File: src/sqtu_pkg.sv
package sqtu_pkg;

    // table geometry
    localparam int STATE_W     = 16;
    localparam int NUM_STATES  = 1 << STATE_W;
    localparam int ACT_W       = 2;
    localparam int NUM_ACTIONS = 1 << ACT_W;
    localparam int CNT_W       = ACT_W + 1;
    localparam int Q_W         = 32;
    localparam int FRAC_W      = 16;
    localparam int ROW_W       = NUM_ACTIONS * Q_W;

    // update arithmetic widths
    localparam int DIFF_W = Q_W + 3;
    localparam int PROD_W = FRAC_W + 1 + DIFF_W;
    localparam int SUM_W  = DIFF_W + 1;

    // stream words
    localparam int OP_W       = 2;
    localparam int IN_CS_LSB  = 0;
    localparam int IN_CA_LSB  = IN_CS_LSB + STATE_W;
    localparam int IN_NS_LSB  = IN_CA_LSB + ACT_W;
    localparam int IN_RW_LSB  = IN_NS_LSB + STATE_W;
    localparam int IN_DR_LSB  = IN_RW_LSB + Q_W;
    localparam int IN_RA_LSB  = IN_DR_LSB + FRAC_W;
    localparam int IN_USED_W  = IN_RA_LSB + ACT_W;
    localparam int IN_DATA_W  = ((IN_USED_W + 7) / 8) * 8;
    localparam int OUT_CA_LSB = 0;
    localparam int OUT_Q_LSB  = OUT_CA_LSB + ACT_W;
    localparam int OUT_USED_W = OUT_Q_LSB + Q_W;
    localparam int OUT_DATA_W = ((OUT_USED_W + 7) / 8) * 8;

    // configuration
    localparam int CFG_IDX_W  = 2;
    localparam int CFG_DATA_W = 16;
    localparam logic [FRAC_W-1:0] LEARN_RESET    = 16'd6554;
    localparam logic [FRAC_W-1:0] DISCOUNT_RESET = 16'd64881;
    localparam logic [FRAC_W-1:0] EXPLORE_RESET  = 16'd32768;
    localparam logic [CNT_W-1:0]  ACTIONS_RESET  = 3'd3;

    typedef logic signed [Q_W-1:0] q_t;
    typedef q_t [NUM_ACTIONS-1:0] row_t;

    typedef enum logic [OP_W-1:0] {
        OP_CHOOSE = 2'd0,
        OP_STEP   = 2'd1,
        OP_READ   = 2'd2,
        OP_NONE   = 2'd3
    } op_t;

    typedef enum logic [CFG_IDX_W-1:0] {
        CFG_LEARN    = 2'd0,
        CFG_DISCOUNT = 2'd1,
        CFG_EXPLORE  = 2'd2,
        CFG_ACTIONS  = 2'd3
    } cfg_idx_t;

    typedef enum logic [2:0] {
        ST_CLEAR,
        ST_IDLE,
        ST_PICK,
        ST_LOAD,
        ST_TARGET,
        ST_SCALE,
        ST_WRITE
    } state_t;

    typedef struct packed {
        logic              en;
        logic [FRAC_W-1:0] coef;
        logic signed [DIFF_W-1:0] operand;
    } mac_ctl_t;

endpackage

File: src/sqtu_mac.sv
module sqtu_mac
    import sqtu_pkg::*;
(
    input  logic                     clk,
    input  mac_ctl_t                 ctl,
    output logic signed [PROD_W-1:0] prod
);

    logic signed [PROD_W-1:0] coef_ext;
    logic signed [PROD_W-1:0] operand_ext;
    logic signed [PROD_W-1:0] prod_reg;
    logic signed [PROD_W-1:0] prod_next;

    assign coef_ext    = PROD_W'($signed({1'b0, ctl.coef}));
    assign operand_ext = PROD_W'(ctl.operand);
    assign prod_next   = coef_ext * operand_ext;

    always_ff @(posedge clk)
    begin
        if (ctl.en)
        begin
            prod_reg <= prod_next;
        end
    end

    assign prod = prod_reg;

endmodule

File: config.mk
export PLATFORM = sky130hd
export DESIGN_NAME = sqtu_mac
export DESIGN_NICKNAME = d
export VERILOG_FILES = /design/src/sqtu_pkg.sv /design/src/sqtu_mac.sv
export SDC_FILE = /design/constraint.sdc
export NUM_CORES = 1
export LEC_CHECK = 0
export BUFFER_PORTS_ARGS = -buffer_cell sky130_fd_sc_hd__clkbuf_2
export CORE_MARGIN = 5
export CORE_UTILIZATION = 60
export CTS_BUF_LIST = sky130_fd_sc_hd__clkbuf_4
export DETAILED_ROUTE_END_ITERATION = 8
export PLACE_DENSITY_LB_ADDON = 0.15
export SLEW_MARGIN = 10
export SYNTH_ARGS = -nofsm -noshare
export SYNTH_HDL_FRONTEND = slang
export SYNTH_SLANG_ARGS = --single-unit
File: constraint.sdc
create_clock -name clk -period 12.08 [get_ports clk]
set_input_delay 1.208 -clock clk [delete_from_list [all_inputs] [get_ports clk]]
set_output_delay 1.208 -clock clk [all_outputs]
set_load 0.03 [all_outputs]
* Word-level counts from Yosys, hierarchy flattened
Cells that the tools add are included.
Storage, ports and cells: register bits 52, ROM bits 0, memories kept 0, bits of input ports 53, logic and storage cells 2, latch bits 0, RAM bits 0, output and inout bits 52
Cells by class: reductions and logical operators 0, mux-type cells 0, bitwise operators 0, $lt $le $gt $ge 0, multiply operators 1, eq/ne operators 0, $add $sub $neg 0, shifts and indexed selects 0, div/mod/pow operators 0
Operators by type and width (number):
- multiplier 17 x 35 -> 52 bit | 1

* Depth between registers and ports, before layout
depth in word-level cells 1, depth in mapped cells 25

* Worst setup path before layout
Ideal clock, no wire load.
kind input port to flip-flop, start in ctl[37] (netlist bit), end reg prod_reg[50] (netlist: prod[50]) (data pin), stages 22, arrival 6.944 ns, buffers on the path 2, data required time 11.811 ns, slack 4.867 ns, cells stage by stage clkbuf_1 -> clkbuf_1 -> nand2_1 -> fa_1 -> fa_1 -> fa_1 -> inv_1 -> fa_1 -> fa_1 -> inv_1 -> fa_1 -> inv_1 -> ha_1 -> a21o_2 -> a21o_1 -> a221oi_2 -> o2111ai_1 -> a221oi_2 -> o21ai_2 -> a31oi_1 -> o31ai_1 -> xor2_1
Between the ends: cells in the longest elaborated chain, start to end 1
RTL lines:
- from (decl) | RTL line sqtu_mac.sv:5 | input mac_ctl_t ctl,
- multiplier 17 x 35 -> 52 bit | RTL line sqtu_mac.sv:16 | assign prod_next = coef_ext * operand_ext;
- via prod_next[50] | RTL line sqtu_mac.sv:12 | logic signed [PROD_W-1:0] prod_next;
- to (signal assigned) | RTL line sqtu_mac.sv:22 | prod_reg <= prod_next;
- to (decl) | RTL line sqtu_mac.sv:11 | logic signed [PROD_W-1:0] prod_reg;
The timed path passes the listed nets, and every way through them passes these cells. A chain may end at the register's enable or synchronous reset.

* Worst setup path in the final report
Ends and elaborated chain as after synthesis.

==> flow_summary_export.csv <==
group,metric,value,unit
floorplanning,core.rowCount,68,
placed_design,dp.cells,2737,
logic_synthesis,synth-seq-cells,52,
logic_synthesis,synth_top_flop_cell,"edfxtp_1",
logic_synthesis,ys_warn_count,0,
clocking,clk_pin_slew_worst_paths,0.18,ns
sta,hold_viol_final,0,
sta,rsz0062_at_grt,"no",
logic_synthesis,synth.avg_cell_area,9.216,um^2
critical_path,cp_max_fo,35,
grt,grt_pass1_wl,84.17,mm
logic_synthesis,synth_edf_count,52,
finish,final_cells,2747,
sta,period_needed,8.133,ns
routing,ant_nets,0,
logic_synthesis,synthCells,2275,
finish,final_core_util,62.98,%
sta,fmax,123.0,MHz
routing,post_drt_via_cell_ratio,5.405,
sta,slew_headroom,30.80,%
routing,totalWireLength,48.86,mm
sta,hold_ws,1.223,ns
logic_synthesis,synthArstFlopShare,0,%
logic_synthesis,synth_cell_types,52,
grt,antenna_found_initial,2,
placed_design,port-buffer-count,104,
sta,finalMaxSlewViolations,0,
floorplanning,core_region_area,0.03454,mm^2
clocking,cts_buffers,5,
floorplanning,dieHeight,196.9,um
logic_synthesis,synthesis.nets,2982,
finish,layout-drive-gt1-share,5.852,%
floorplanning,io_pins,105,
clocking,cts_tree,"yes",
grt,first_global_vias,16787,
clocking,cts_root_buffer,"clkbuf_4",
sta,period_share,67.32,%
clocking,cts_setup_buffers,0,
min_path,hold_path_class,"primary input to flip-flop",
logic_synthesis,synth_seq_area_share,7.448,%
placed_design,finalWeightedCongestion,0.9507,
finish,nNetsFinal,2996,
placed_design,dp_hpwl,39.49,mm
floorplanning,die_x,196.9,um
sta,finalSetupViolCount,0,
clocking,cts_resized,0,
sta,setup_tns,0,ns
routing,initialDrtViolationCount,778,
run,maxCapViolations,0,
run_status,status,"complete, no violations",
grt,grtUsageTotal,27.24,%
logic_synthesis,synth_area,0.02097,mm^2
finish,fillers,2937,
routing,dr_total_vias,14848,
clocking,clockBufferDepth,2,
clocking,cts_hold_buf,0,
routing,wire_per_inst,17.78,um
critical_path,setup.worst_path.class,"primary input to flip-flop",
critical_path,crit_arrival,8.38,ns
finish,largest_register_ffs,52,
grt,grt.overflow.total,0,
critical_path,cp-start-kind,"primary input",
floorplanning,start_util,60.70,%
routing,dr.pass1.iters,5,
critical_path,cp-end-kind,"flip-flop",
clocking,htreeDepth,2,
clocking,cts_sinks,52,
floorplanning,die_area,0.03878,mm^2
finish,area_growth_syn_to_layout,3.766,%
critical_path,cp.required,12.33,ns
routing,drc,0,
grt,grt_max_degree,53,
sta,tightest_slew,1.038,ns
==> layout make-up <==
cell class,count,area (um^2),area share [%]
clock buffers,6,45.04,0.2070
diodes,2,5.005,0.02300
clock inverters,2,11.26,0.05176
well taps,455,569.3,2.617
inverters,618,2320,10.66
flip-flops and latches,52,1562,7.177
multi-input cells,1503,16690,76.70
repair buffers,109,558.0,2.565
==> stage by stage <==
stage | area (um^2) | worst slack [ns]
final | 21760 | 3.947
after global routing | 21760 | 3.625
after CTS | 21750 | 4.035
after detailed placement | 21690 | 3.465
after global placement | 21690 | 3.617
after floorplan | 20970 | 4.867
==> worst max-delay path, stage by stage <==
cell and delay (ns):
clkbuf_2 0.76, nand2_1 0.22, fa_1 0.57, fa_1 0.46
fa_1 0.55, inv_1 0.06, fa_1 0.47, fa_1 0.52
inv_1 0.05, fa_1 0.47, inv_1 0.04, ha_1 0.40
a21o_1 0.20, a21oi_1 0.19, a21boi_0 0.39, o2111ai_1 0.21
a221oi_2 0.72, o21ai_2 0.28, a31oi_1 0.31, o31ai_1 0.14
xor2_1 0.15
==> routing by layer <==
layer	global-route usage [%]	share of wire, %
met3	4.957	7.2
met2	46.10	49
met1	36.61	41
met5	0	0
met4	7.576	2.8
==> cells in the final DEF, fill, tap and decap left out, types with 22 or more instances in the layout <==
cell type / count
and2_1: 208
o21ai_0: 22
xnor2_1: 39
ha_1: 123
inv_1: 618
clkbuf_2: 104
edfxtp_1: 52
a21oi_1: 47
fa_1: 531
nand2_1: 373
==> synth_stat cells, drive strengths merged, types with 11 or more instances <==
cell type	count	area (um^2)
nor2	21	78.83
fa	531	10630
a21o	17	130.1
and2	212	1333
inv	618	2320
xnor2	39	341.6
edfxtp	52	1562
ha	123	1539
a31oi	11	68.82
clkbuf	99	375.4
nand2	373	1400
o21ai	24	127.6
a21oi	47	235.2
xor2	14	122.6
==> final timing paths <==
path | start | to | slack [ns] | cells after the start
worst min-delay path | ctl[0] | prod[0] | 1.22 | 2
worst max-delay path | ctl[37] | prod[50] | 3.95 | 21
==> logic make-up after synthesis <==
family,Yosys count,share of synthesized area [%]
compound gates,140,4.422
xor+xnor,53,2.214
buf+inv,720,12.97
fa+ha+maj,654,58.04
flops,52,7.448
mux,1,0.05371
simple gates,655,14.85
Power is not shown: default switching activity piles up to over one toggle a cycle in this logic, so the estimate is an artifact.
